File: src/rtl/core/mlcd_pkg.sv
package mlcd_pkg;

  localparam logic [7:0]  SYNC_FIRST      = 8'hA5;
  localparam logic [7:0]  SYNC_SECOND     = 8'h5A;
  localparam logic [7:0]  CRC_POLY        = 8'h07;
  localparam logic [7:0]  CRC_INIT        = 8'h00;
  localparam logic [15:0] MAX_LEN_RESET   = 16'd4096;

  typedef enum logic [2:0] {
    KIND_PAYLOAD  = 3'd0,
    KIND_GOOD     = 3'd1,
    KIND_CRC_BAD  = 3'd2,
    KIND_OVERSIZE = 3'd3,
    KIND_ABORT    = 3'd4
  } kind_e;

  typedef struct packed {
    logic       link_drop;
    logic [7:0] rx_byte;
  } item_t;

  typedef struct packed {
    kind_e       kind;
    logic [7:0]  out_byte;
    logic [15:0] frame_length;
  } res_t;

  // CRC-8, MSB first, one byte folded in
  function automatic logic [7:0] crc8_upd(input logic [7:0] c, input logic [7:0] d);
    logic [7:0] v;
    v = c ^ d;
    for (int i = 0; i < 8; i++) begin
      if (v[7]) begin
        v = {v[6:0], 1'b0} ^ CRC_POLY;
      end else begin
        v = {v[6:0], 1'b0};
      end
    end
    return v;
  endfunction

endpackage

File: src/rtl/core/mlcd_core.sv
module mlcd_core (
  input  logic               clk_i,
  input  logic               rst_ni,
  input  logic [15:0]        max_len_i,
  input  mlcd_pkg::item_t    item_i,
  input  logic               fire_i,
  output logic               has_res_o,
  output mlcd_pkg::res_t     res_o
);

  typedef enum logic [2:0] {
    PH_HUNT0   = 3'd0,
    PH_HUNT1   = 3'd1,
    PH_LENLO   = 3'd2,
    PH_LENHI   = 3'd3,
    PH_PAYLOAD = 3'd4,
    PH_CRC     = 3'd5
  } phase_e;

  phase_e      phase_q, phase_d;
  logic [7:0]  len_lo_q, len_lo_d;
  logic [15:0] frame_len_q, frame_len_d;
  logic [15:0] left_q, left_d;
  logic [7:0]  crc_q, crc_d;

  logic [7:0]  b;
  logic [15:0] len;
  logic [15:0] left_dec;
  logic [7:0]  crc_next;

  assign b        = item_i.rx_byte;
  assign len      = {b, len_lo_q};
  assign left_dec = left_q - 16'd1;
  assign crc_next = mlcd_pkg::crc8_upd(crc_q, b);

  always_comb begin
    phase_d     = phase_q;
    len_lo_d    = len_lo_q;
    frame_len_d = frame_len_q;
    left_d      = left_q;
    crc_d       = crc_q;
    has_res_o   = 1'b0;
    res_o.kind         = mlcd_pkg::KIND_PAYLOAD;
    res_o.out_byte     = 8'd0;
    res_o.frame_length = frame_len_q;

    if (item_i.link_drop) begin
      phase_d = PH_HUNT0;
      case (phase_q)
        PH_LENLO, PH_LENHI, PH_PAYLOAD, PH_CRC: begin
          has_res_o  = 1'b1;
          res_o.kind = mlcd_pkg::KIND_ABORT;
        end
        default: ;
      endcase
    end else begin
      case (phase_q)
        PH_HUNT1: begin
          if (b == mlcd_pkg::SYNC_SECOND) begin
            phase_d     = PH_LENLO;
            frame_len_d = 16'd0;
            left_d      = 16'd0;
            crc_d       = mlcd_pkg::CRC_INIT;
          end else if (b == mlcd_pkg::SYNC_FIRST) begin
            phase_d = PH_HUNT1;
          end else begin
            phase_d = PH_HUNT0;
          end
        end
        PH_LENLO: begin
          len_lo_d = b;
          crc_d    = crc_next;
          phase_d  = PH_LENHI;
        end
        PH_LENHI: begin
          crc_d       = crc_next;
          frame_len_d = len;
          if (len > max_len_i) begin
            phase_d            = PH_HUNT0;
            has_res_o          = 1'b1;
            res_o.kind         = mlcd_pkg::KIND_OVERSIZE;
            res_o.frame_length = len;
          end else begin
            left_d  = len;
            phase_d = (len == 16'd0) ? PH_CRC : PH_PAYLOAD;
          end
        end
        PH_PAYLOAD: begin
          crc_d     = crc_next;
          left_d    = left_dec;
          if (left_dec == 16'd0) begin
            phase_d = PH_CRC;
          end
          has_res_o      = 1'b1;
          res_o.out_byte = b;
        end
        PH_CRC: begin
          phase_d    = PH_HUNT0;
          has_res_o  = 1'b1;
          res_o.kind = (b == crc_q) ? mlcd_pkg::KIND_GOOD : mlcd_pkg::KIND_CRC_BAD;
        end
        default: begin
          // first sync hunt, unused codes behave the same
          phase_d = (b == mlcd_pkg::SYNC_FIRST) ? PH_HUNT1 : PH_HUNT0;
        end
      endcase
    end
  end

  always_ff @(posedge clk_i or negedge rst_ni) begin
    if (!rst_ni) begin
      phase_q     <= PH_HUNT0;
      len_lo_q    <= 8'd0;
      frame_len_q <= 16'd0;
      left_q      <= 16'd0;
      crc_q       <= mlcd_pkg::CRC_INIT;
    end else if (fire_i) begin
      phase_q     <= phase_d;
      len_lo_q    <= len_lo_d;
      frame_len_q <= frame_len_d;
      left_q      <= left_d;
      crc_q       <= crc_d;
    end
  end

  // payload phase never sits with nothing left to count
  a_payload_left: assert property (@(posedge clk_i) disable iff (!rst_ni)
    phase_q == PH_PAYLOAD |-> left_q != 16'd0)
    else $error("payload phase with zero bytes left");

  a_payload_len: assert property (@(posedge clk_i) disable iff (!rst_ni)
    phase_q == PH_PAYLOAD |-> left_q <= frame_len_q)
    else $error("bytes left exceeds frame length");

endmodule

File: src/rtl/core/magic_len_crc8_deframer.sv
// Channel   Dir  Fields (tdata/tuser from bit 0 up)
// s_axis    in   tdata: rx_byte[7:0]; tuser: link_drop
// m_axis    out  tdata: out_byte[7:0], frame_length[23:8]; tuser: kind; tlast: last
// cfg       in   cfg_data_i: max_payload_len
//
// One byte per cycle sustained while no byte that yields a result waits on a stalled
// result register. A byte is held in the input register while the core works on it, and
// its result is then held in the result register until it is taken on m_axis.
// Reset: asynchronous, active low; hunts for sync, max_payload_len = 4096.
// s_axis_tready drops only while a held byte that yields a result waits for a full,
// stalled result register.
module magic_len_crc8_deframer (
  input  logic        clk_i,
  input  logic        rst_ni,
  input  logic        s_axis_tvalid,
  output logic        s_axis_tready,
  input  logic [7:0]  s_axis_tdata,   // rx_byte[7:0]
  input  logic        s_axis_tuser,   // link_drop
  output logic        m_axis_tvalid,
  input  logic        m_axis_tready,
  output logic [23:0] m_axis_tdata,   // out_byte[7:0], frame_length[23:8]
  output logic [2:0]  m_axis_tuser,   // kind[2:0]
  output logic        m_axis_tlast,
  input  logic        cfg_valid_i,
  output logic        cfg_ready_o,
  input  logic [15:0] cfg_data_i
);

  logic [15:0]      max_len_q;
  logic             in_vld_q;
  mlcd_pkg::item_t  in_q;
  logic             out_vld_q;
  mlcd_pkg::res_t   out_q;

  logic             has_res;
  mlcd_pkg::res_t   res;
  logic             out_free;
  logic             fire;

  assign cfg_ready_o   = 1'b1;
  assign out_free      = !out_vld_q || m_axis_tready;
  assign fire          = in_vld_q && (!has_res || out_free);
  assign s_axis_tready = !in_vld_q || fire;

  always_ff @(posedge clk_i or negedge rst_ni) begin
    if (!rst_ni) begin
      max_len_q <= mlcd_pkg::MAX_LEN_RESET;
    end else if (cfg_valid_i) begin
      max_len_q <= cfg_data_i;
    end
  end

  always_ff @(posedge clk_i or negedge rst_ni) begin
    if (!rst_ni) begin
      in_vld_q <= 1'b0;
    end else if (s_axis_tready) begin
      in_vld_q <= s_axis_tvalid;
    end
  end

  always_ff @(posedge clk_i) begin
    if (s_axis_tvalid && s_axis_tready) begin
      in_q.rx_byte   <= s_axis_tdata;
      in_q.link_drop <= s_axis_tuser;
    end
  end

  mlcd_core u_core (
    .clk_i     (clk_i),
    .rst_ni    (rst_ni),
    .max_len_i (max_len_q),
    .item_i    (in_q),
    .fire_i    (fire),
    .has_res_o (has_res),
    .res_o     (res)
  );

  always_ff @(posedge clk_i or negedge rst_ni) begin
    if (!rst_ni) begin
      out_vld_q <= 1'b0;
    end else if (fire && has_res) begin
      out_vld_q <= 1'b1;
    end else if (m_axis_tready) begin
      out_vld_q <= 1'b0;
    end
  end

  always_ff @(posedge clk_i) begin
    if (fire && has_res) begin
      out_q <= res;
    end
  end

  assign m_axis_tvalid = out_vld_q;
  assign m_axis_tdata  = {out_q.frame_length, out_q.out_byte};
  assign m_axis_tuser  = out_q.kind;
  assign m_axis_tlast  = (out_q.kind != mlcd_pkg::KIND_PAYLOAD);

  a_kind_range: assert property (@(posedge clk_i) disable iff (!rst_ni)
    m_axis_tvalid |-> (m_axis_tuser == mlcd_pkg::KIND_PAYLOAD ||
                       m_axis_tuser == mlcd_pkg::KIND_GOOD ||
                       m_axis_tuser == mlcd_pkg::KIND_CRC_BAD ||
                       m_axis_tuser == mlcd_pkg::KIND_OVERSIZE ||
                       m_axis_tuser == mlcd_pkg::KIND_ABORT))
    else $error("result kind out of range");

  a_end_no_byte: assert property (@(posedge clk_i) disable iff (!rst_ni)
    (m_axis_tvalid && m_axis_tlast) |-> m_axis_tdata[7:0] == 8'd0)
    else $error("frame end carries a data byte");

  // a held result must not be overwritten before it is taken
  a_no_overrun: assert property (@(posedge clk_i) disable iff (!rst_ni)
    (m_axis_tvalid && !m_axis_tready) |-> !(fire && has_res))
    else $error("result register overrun");

endmodule
File: config.mk
export PLATFORM = sky130hd
export DESIGN_NAME = magic_len_crc8_deframer
export DESIGN_NICKNAME = d
export VERILOG_FILES = /design/src/rtl/core/mlcd_pkg.sv /design/src/rtl/core/mlcd_core.sv /design/src/rtl/core/magic_len_crc8_deframer.sv
export SDC_FILE = /design/constraint.sdc
export NUM_CORES = 1
export LEC_CHECK = 0
export ABC_CLOCK_PERIOD_IN_PS = 5260
export BUFFER_PORTS_ARGS = -buffer_cell sky130_fd_sc_hd__buf_2
export CAP_MARGIN = 30
export CORE_UTILIZATION = 35
export CTS_BUF_LIST = sky130_fd_sc_hd__clkbuf_16
export CTS_CLUSTER_SIZE = 12
export DETAILED_ROUTE_END_ITERATION = 10
export PLACE_DENSITY = 0.53
export SYNTH_ARGS = -nofsm -noshare
export SYNTH_HDL_FRONTEND = slang
export SYNTH_SLANG_ARGS = --single-unit
File: constraint.sdc
create_clock -name clk_i -period 5.26 [get_ports clk_i]
set_input_delay 0.526 -clock clk_i [delete_from_list [all_inputs] [get_ports clk_i]]
set_output_delay 0.526 -clock clk_i [all_outputs]
set_load 0.03 [all_outputs]
==> results of run 1 <==
through the flow:
| step | utilization, % | cell area, µm² |
|---|---|---|
| floorplan | - | 5540 |
| global route | 41.3 | 6320 |
| CTS | 41.1 | 6290 |
| global placement | 39.3 | 6010 |
| finish | 41.3 | 6320 |
| detailed placement | 39.3 | 6020 |
worst min-delay path by stage:
stage	from	end	slack (ps)	cells after the start
floorplan	rst_ni	in_vld_q$_DFFE_PN0P_	230	0
global placement	u_core.frame_len_q[4]$_DFFE_PN0P_	u_core.frame_len_q[4]$_DFFE_PN0P_	470	1
detailed placement	u_core.frame_len_q[13]$_DFFE_PN0P_	u_core.frame_len_q[13]$_DFFE_PN0P_	480	1
CTS	s_axis_tdata[6]	in_q[6]$_DFFE_PP_	320	1
global route	rst_ni	max_len_q[14]$_DFFE_PN0P_	90	2
finish	rst_ni	max_len_q[14]$_DFFE_PN0P_	80	2
power by group:
part / internal [mW] / switching [mW]
logic: 0.0514 / 0.0740
registers: 0.861 / 0.0199
clock network: 0.320 / 0.313
flip-flops by register name, summed over array words and instances (netlist names):
register / cells
u_core.len_lo_q: 8
m_axis_tdata: 24
u_core.phase_q: 3
in_vld_q: 1
u_core.frame_len_q: 16
max_len_q: 16
u_core.crc_q: 8
u_core.left_q: 16
m_axis_tvalid: 1
in_q: 9
m_axis_tuser: 3
area by class of cell:
cell class | count | area [µm²]
multi-input combinational | 373 | 2500
clock inverter | 7 | 46.3
sequential | 105 | 2810
tap | 211 | 264
clock buffer | 9 | 225
fill | 1522 | 9000
inverter | 29 | 109
timing repair buffer | 66 | 368
metal layers:
layer	vias up	GRT usage [%]	share of wire, %
met4	0	7.34	1.9
li1	2025	-	-
met2	109	29.0	46
met5	-	0	0
met1	2067	25.0	47
met3	20	3.09	4.8
Yosys cell counts, drive strengths merged (4+ instances only):
| master | instances |
|---|---|
| ha | 21 |
| o211ai | 9 |
| inv | 29 |
| mux2 | 26 |
| nor2 | 19 |
| buf | 7 |
| nor3 | 8 |
| o2bb2ai | 13 |
| xnor2 | 18 |
| edfxtp | 36 |
| dfrtp | 68 |
| o31ai | 8 |
| a31oi | 8 |
| and3 | 25 |
| or3 | 4 |
| o21ai | 29 |
| a21oi | 16 |
| nand2 | 85 |
| and2 | 4 |
| nor4 | 10 |
| nand3 | 13 |
| nand4 | 6 |
| nand2b | 5 |
| xor2 | 6 |
| clkbuf | 22 |
| nor2b | 6 |
kinds of logic (layout without fill, tap and decap cells):
logic type | Yosys count | in the layout | share of synthesized area [%]
mux | 28 | 28 | 5.64
flops | 105 | 105 | 50.7
simple gates | 193 | 193 | 17.4
fa+ha+maj | 21 | 21 | 4.74
compound gates | 105 | 105 | 12.8
other cells | 1 | 1 | 0.0677
buf+inv | 58 | 111 | 4.31
xor+xnor | 25 | 25 | 4.33
layout by cell type (no fill, tap or decap), types with 9 or more instances in the layout:
master,count
nand2_1,84
dfrtp_1,68
buf_2,59
edfxtp_1,36
inv_1,30
and3_1,25
mux2_1,24
o21ai_0,22
ha_1,21
nor2_1,18
xnor2_1,17
a21oi_1,16
nand3_1,13
o2bb2ai_1,13
nor4_1,10
o211ai_1,9
clkbuf_16,9
==> flow_summary_export.csv, run 1 <==
group,metric,value,unit
worst_setup_path,reg2reg_from,"in_q[7]$_DFFE_PP_",
worst_setup_path,cp.arrival,3660,ps
clocking,cts_tree,"yes",
clocking,cts-hold-fix-buffers,0,
cells_and_area,diodes,0,
synthesis,netlist_area,5540,µm²
pwr,power_density,259,nW/µm²
die,die-width,128,µm
detailed_routing,routedWlPerCell,17.5,µm
pwr,total_power,1.64,mW
detailed_routing,drcViolationCount,0,
clocking,clk_pin_slew,70,ps
sta,tightestPinTransition,780,ps
detailed_routing,drtPass1Iterations,4,
worst_setup_path,slowest_delay,760,ps
cells_and_area,areaGrowthSynthToFinish,14.0,%
clocking,post_cts_buffers,0,
worst_setup_path,worst-path-stages,7,
sta,setup_slack,1080,ps
clocking,clkLatencyLatePin,360,ps
cells_and_area,stdcell_count,800,
sta,max_clock_freq,0.239,GHz
worst_setup_path,slowest_stage,"and3_1",
synthesis,synth.largest_area_cell,"dfrtp_1",
synthesis,syn_nets,587,
detailed_routing,routed_wl,14.0,mm
cells_and_area,nets,635,
detailed_routing,viasPerCell,5.28,
sta,hold_viol_final,0,
place,place_congestion,0.813,
sta,hold-worst-slack,75.4,ps
status,status,"completed",
clocking,htreeDepth,3,
worst_setup_path,critPathTopFamily,"compound AO/OA/AOI/OAI gates",
die,fp-row-count,45,
synthesis,ys_warn_count,0,
die,core,15300,µm²
worst_setup_path,rrSetupSlack,1470,ps
clocking,numCtsBuffers,9,
sta,setup-tns-final,0,ps
synthesis,synthDistinctLibCells,58,
place,dp_cells,783,
min_path,hp-class,"input pin to async pin",
global_routing,grt_pass1_vias,4137,
synthesis,synth_top_area_share,30.7,%
clocking,root_buffer,"clkbuf_16",
sta,slew-limit-headroom,48.0,%
global_routing,track_usage,18.3,%
worst_setup_path,cp.required,4730,ps
synthesis,synth_enable_flop_cells,36,
synthesis,ys_seq_elements,105,
worst_setup_path,path_cells,"ha_1, nand4_1, a2111o_1, a31oi_1, and3_1, o211ai_1, buf_2",
worst_setup_path,criticalPathCategory,"register to output port",
synthesis,netlist_top_cells_area,"dfrtp_1 31%, edfxtp_1 20%, nand2_1 5.7%",
sta,min_period,4180,ps
synthesis,async_flop_share,65.7,%
sta,post-route-period-util,79.5,%
die,die-area,16300,µm²
sta,setup_violations,0,
sta,finClkSkew,8.96,ps
place,dp_slack,1470,ps
die,start_util,36.2,%
worst_setup_path,r2r_end,"m_axis_tdata[10]$_DFFE_PP_",
detailed_routing,via_count,4221,
detailed_routing,drtIter0Drc,218,
worst_setup_path,end_kind,"output port",
place,dpl.hpwl,10.2,mm
job,drv_cap,0,
clocking,cts_num_sinks,105,
worst_setup_path,critical_path_buf_inv_count,1,
worst_setup_path,startpoint_type,"register",
synthesis,ys_dominant_reg_cell,"dfrtp_1",
global_routing,antenna_found_initial,0,
cells_and_area,drive_above_1_share,15.8,%
synthesis,synth_cells,536,
synthesis,ys_seq_area_share,50.7,%
worst_setup_path,cp_max_fo,21,
detailed_routing,drtAntennaViolNets,0,
worst_setup_path,startpoint,"in_q[7]$_DFFE_PP_",
die,top_level_ports,61,
die,dieHeight,128,µm
sta,drv_slew,0,
clocking,ctsResizeCount,0,
worst_setup_path,worstRegToRegCells,8,
global_routing,grt_max_degree,70,
global_routing,grt_pass1_wl,22.5,mm
clocking,cts_buffer_depth,2,
global_routing,grt_overflow,0,
pwr,leakagePower,2.87,nW
place,place.port_buffers,59,
pwr,vdd_drop_max,0.000160,V
sta,rsz0062_at_grt,"no",
worst_setup_path,critPathCapture,"s_axis_tready",
synthesis,avgSynthCellArea,10.3,µm²
Power figures use the tool's default switching activity.
==> run 2: changes to the inputs <==
Settings changed: ABC_CLOCK_PERIOD_IN_PS 5260 to 4200.
Clock period 5.26 ns to 4.2 ns, I/O delays scaled along.
==> run 2 against run 1 <==
Count of clock-buffer cells in the layout unchanged. Die area is the same. Utilization shrank 0.18 points. Via count shrank 1.1%. Critical path type unchanged. Sequential cell count did not move.
==> flow_summary_export.csv, run 2 (synthesis results as in run 1) <==
group,metric,value,unit
detailed_routing,routed_wl,13.8,mm
clocking,cts-hold-fix-buffers,0,
worst_setup_path,cp.required,3780,ps
sta,hold_viol_final,0,
worst_setup_path,r2r_end,"u_core.left_q[1]$_DFFE_PN0P_",
worst_setup_path,critPathCapture,"s_axis_tready",
clocking,post_cts_buffers,0,
die,core,15300,µm²
die,die-area,16300,µm²
die,dieHeight,128,µm
die,top_level_ports,61,
clocking,numCtsBuffers,9,
status,status,"completed",
detailed_routing,viasPerCell,5.22,
worst_setup_path,startpoint,"in_q[6]$_DFFE_PP_",
sta,min_period,3480,ps
sta,slew-limit-headroom,49.9,%
worst_setup_path,rrSetupSlack,730,ps
place,dpl.hpwl,10.3,mm
clocking,root_buffer,"clkbuf_16",
worst_setup_path,startpoint_type,"register",
cells_and_area,diodes,0,
clocking,clk_pin_slew,70,ps
detailed_routing,via_count,4175,
global_routing,grt_max_degree,42,
sta,post-route-period-util,82.8,%
clocking,cts_num_sinks,105,
place,dp_cells,784,
global_routing,antenna_found_initial,0,
pwr,leakagePower,2.86,nW
sta,hold-worst-slack,78.4,ps
clocking,htreeDepth,3,
worst_setup_path,worstRegToRegCells,7,
min_path,hp-class,"input pin to async pin",
detailed_routing,drtIter0Drc,294,
clocking,cts_buffer_depth,2,
clocking,clkLatencyLatePin,360,ps
cells_and_area,areaGrowthSynthToFinish,13.5,%
global_routing,grt_pass1_vias,4083,
cells_and_area,layout_commonest_cell,"nand2_1",
global_routing,track_usage,18.0,%
die,start_util,36.2,%
cells_and_area,fill_cells,1511,
sta,setup-tns-final,0,ps
clocking,cts_tree,"yes",
detailed_routing,routedWlPerCell,17.3,µm
sta,tightestPinTransition,752,ps
global_routing,grt_pass1_wl,22.2,mm
cells_and_area,largest_register_ffs,24,
worst_setup_path,end_kind,"output port",
cells_and_area,nets,635,
pwr,vdd_drop_max,0.000187,V
die,die-width,128,µm
worst_setup_path,cp.arrival,3060,ps
clocking,ctsResizeCount,0,
sta,setup_violations,0,
detailed_routing,drtAntennaViolNets,0,
sta,drv_slew,0,
cells_and_area,drive_above_1_share,15.8,%
sta,max_clock_freq,0.288,GHz
place,place_congestion,0.896,
cells_and_area,stdcell_count,800,
worst_setup_path,reg2reg_from,"in_q[6]$_DFFE_PP_",
place,place.port_buffers,59,
worst_setup_path,cp_max_fo,8,
detailed_routing,drtPass1Iterations,5,
sta,finClkSkew,5.79,ps
pwr,power_density,323,nW/µm²
die,fp-row-count,45,
sta,rsz0062_at_grt,"no",
cells_and_area,fin_util,41.1,%
job,drv_cap,0,
global_routing,grt_overflow,0,
cells_and_area,mostFrequentLayoutCells,"84 x nand2_1, 68 x dfrtp_1, 59 x buf_2, 36 x edfxtp_1, 30 x inv_1",
worst_setup_path,criticalPathCategory,"register to output port",
detailed_routing,drcViolationCount,0,
[run 2: routing by layer]
| layer | up-vias | GRT usage, % | part of all wire, % |
|---|---|---|---|
| li1 | 2027 | - | - |
| met1 | 2013 | 25.4 | 49 |
| met2 | 117 | 27.0 | 44 |
| met3 | 18 | 2.75 | 4.5 |
| met4 | 0 | 8.37 | 2.2 |
| met5 | - | 0 | 0 |
[run 2: power breakdown]
group	switching [mW]	internal, mW
Clock	0.378	0.396
Combinational	0.0927	0.0617
Sequential	0.0237	1.08
Total	0.495	1.54
[run 2: worst min-delay path by stage]
stage / to / slack (ps)
final: max_len_q[15]$_DFFE_PN0P_ / 80
after global routing: max_len_q[15]$_DFFE_PN0P_ / 140
after CTS: max_len_q[15]$_DFFE_PN0P_ / 110
after detailed placement: u_core.frame_len_q[13]$_DFFE_PN0P_ / 480
after global placement: u_core.frame_len_q[3]$_DFFE_PN0P_ / 470
after floorplan: in_vld_q$_DFFE_PN0P_ / 120
[run 2: final cells by class]
cell class	count	area [µm²]	area share [%]
multi-input combinational	373	2500	39.7
inverter	29	109	1.73
clock buffer	9	225	3.58
clock inverter	7	38.8	0.617
sequential	105	2810	44.6
timing repair buffer	66	348	5.53
tap	211	264	4.20
[run 2: critical path: stages, from the launching register on]
cell	delay (ps)
edfxtp_1	540
ha_1	370
nand4_1	180
a2111o_1	440
a31oi_1	480
and3_1	300
o211ai_1	160
buf_2	220
[run 2: stage by stage]
stage          setup WS (ps)  cell area, µm²  total power, mW
6_report                 722            6290             2.03
5_1_grt                  464            6290             2.10
4_1_cts                  739            6290             2.05
3_5_place_dp             762            6030             1.28
3_3_place_gp             890            6030             1.27
2_1_floorplan            315            5540             1.21
==> run 3: changes to the inputs <==
Settings changed: ABC_CLOCK_PERIOD_IN_PS 4200 to 3400.
Clock period 4.2 ns to 3.4 ns, I/O delays scaled along.
==> run 3 against run 2 <==
Clock skew grew 1.3 ps. First-iteration DRC count up 5.8%. Worst hold slack improved by 74 ps. Largest cell class unchanged. Count of clock-buffer cells in the layout unchanged. Sequential share of layout area decreased by 1.0 points. Non-clock buffer count up 12.
==> flow_summary_export.csv, run 3 (synthesis results as in run 1) <==
group,metric,value,unit
clocking,cts_buffer_depth,2,
sta,finClkSkew,7.14,ps
cells_and_area,seq_area,2810,µm²
sta,post-route-period-util,92.6,%
cells_and_area,stdcell_count,812,
cells_and_area,drive_above_1_share,17.5,%
job,drv_cap,0,
die,top_level_ports,61,
global_routing,grt_pass1_vias,4218,
worst_setup_path,critPathTopFamily,"compound AO/OA/AOI/OAI gates",
worst_setup_path,criticalPathCategory,"register to output port",
sta,setup-tns-final,0,ps
pwr,leakagePower,2.94,nW
die,start_util,36.2,%
detailed_routing,via_count,4242,
pwr,power_density,406,nW/µm²
clocking,cts_num_sinks,105,
clocking,numCtsBuffers,9,
clocking,cts_tree,"yes",
detailed_routing,routedWlPerCell,17.3,µm
cells_and_area,multi_input_area,2510,µm²
worst_setup_path,slowest_stage,"edfxtp_1",
detailed_routing,drtAntennaViolNets,0,
cells_and_area,largest_register_ffs,24,
worst_setup_path,slowest_delay,600,ps
sta,hold_viol_final,0,
cells_and_area,nets,647,
cells_and_area,design_area,6440,µm²
global_routing,grt_max_degree,70,
worst_setup_path,path_cells,"ha_1, nand4_1, a2111o_1, a31oi_1, and3_1, o211ai_1, buf_2",
sta,tightestPinTransition,699,ps
place,place_congestion,0.808,
detailed_routing,routed_wl,14.1,mm
sta,max_clock_freq,0.318,GHz
die,dieHeight,128,µm
pwr,vdd_drop_max,0.000250,V
cells_and_area,layout_commonest_cell,"nand2_1",
sta,setup_violations,0,
clocking,clk_pin_slew,70,ps
cells_and_area,fill_cells,1534,
clocking,clkLatencyLatePin,360,ps
die,die-width,128,µm
status,status,"completed",
worst_setup_path,critical_path_buf_inv_count,1,
global_routing,antenna_found_initial,0,
global_routing,grt_overflow,0,
cells_and_area,mostFrequentLayoutCells,"84 x nand2_1, 68 x dfrtp_1, 59 x buf_2, 36 x edfxtp_1, 31 x inv_1",
clocking,htreeDepth,3,
worst_setup_path,cp.arrival,2810,ps
die,die-area,16300,µm²
detailed_routing,drcViolationCount,0,
place,place.port_buffers,59,
detailed_routing,viasPerCell,5.22,
sta,rsz0062_at_grt,"no",
clocking,post_cts_buffers,0,
die,fp-row-count,45,
clocking,root_buffer,"clkbuf_16",
worst_setup_path,cp_max_fo,8,
worst_setup_path,cp.required,3060,ps
detailed_routing,drtIter0Drc,311,
worst_setup_path,startpoint_type,"register",
sta,slew-limit-headroom,53.0,%
cells_and_area,diodes,0,
die,core,15300,µm²
sta,drv_slew,0,
sta,min_period,3150,ps
min_path,hp-class,"input pin to register",
worst_setup_path,end_kind,"output port",
detailed_routing,drtPass1Iterations,4,
cells_and_area,areaGrowthSynthToFinish,16.2,%
place,placed_cell_area,6110,µm²
global_routing,track_usage,18.6,%
place,dpl.hpwl,10.2,mm
place,dp_cells,794,
global_routing,grt_pass1_wl,23.0,mm
run 3: worst paths after layout:
kind                       cells past startpoint  slack, ps                                end                              start
min in group asynchronous                      3        380          max_len_q[13]$_DFFE_PN0P_                             rst_ni
setup reg to reg                               8        420         m_axis_tdata[17]$_DFFE_PP_                  in_q[3]$_DFFE_PP_
hold / removal                                 1        150                  in_q[4]$_DFFE_PP_                    s_axis_tdata[4]
setup / recovery                               7        250                      s_axis_tready                  in_q[3]$_DFFE_PP_
hold reg to reg                                1        490  u_core.frame_len_q[5]$_DFFE_PN0P_  u_core.frame_len_q[5]$_DFFE_PN0P_
max in group asynchronous                      4       2490          max_len_q[12]$_DFFE_PN1P_                             rst_ni
run 3: metal layers:
layer | up-vias | wire length [µm] | track usage (%)
met3 | 20 | 596 | 3.01
met5 | - | 0 | 0
li1 | 2044 | - | -
met1 | 2075 | 6890 | 25.5
met2 | 103 | 6250 | 28.6
met4 | 0 | 349 | 8.93
run 3: stage by stage:
step / setup slack [ps] / total power, mW / utilization (%) / hold slack [ps]
after CTS: 125 / 2.64 / 41.8 / 136
after floorplan: 221 / 1.50 / - / 44.4
after global routing: 13.1 / 2.71 / 42.1 / 142
after global placement: 409 / 1.58 / 39.9 / 474
final: 252 / 2.61 / 42.1 / 153
after detailed placement: 358 / 1.59 / 39.9 / 481
run 3: layout make-up:
class	instances	share of cell area, %
Multi-Input combinational cell	373	39.0
Inverter	29	1.69
Sequential cell	105	43.6
Clock buffer	9	3.50
Timing Repair Buffer	78	7.15
Tap cell	211	4.10
Clock inverter	7	0.991
run 3: repair_timing:
item / in CTS / in global routing
endpoints found under the hold margin: 0 / 1
endpoints found under the setup margin: 0 / 1
hold buffers: 0 / 1
resized for setup: 0 / 1
run 3: worst reg2reg max path, stage by stage (launching register included):
cell	delay [ps]
edfxtp_1	600
ha_1	410
nand4_1	170
a2111o_1	390
a31oi_1	250
and3_1	250
o21ai_1	150
nor2_4	100
buf_4	330
run 3: power breakdown:
group / switching (mW) / internal [mW]
combinational: 0.123 / 0.0862
sequential: 0.0274 / 1.33
clock: 0.478 / 0.566
total: 0.629 / 1.98
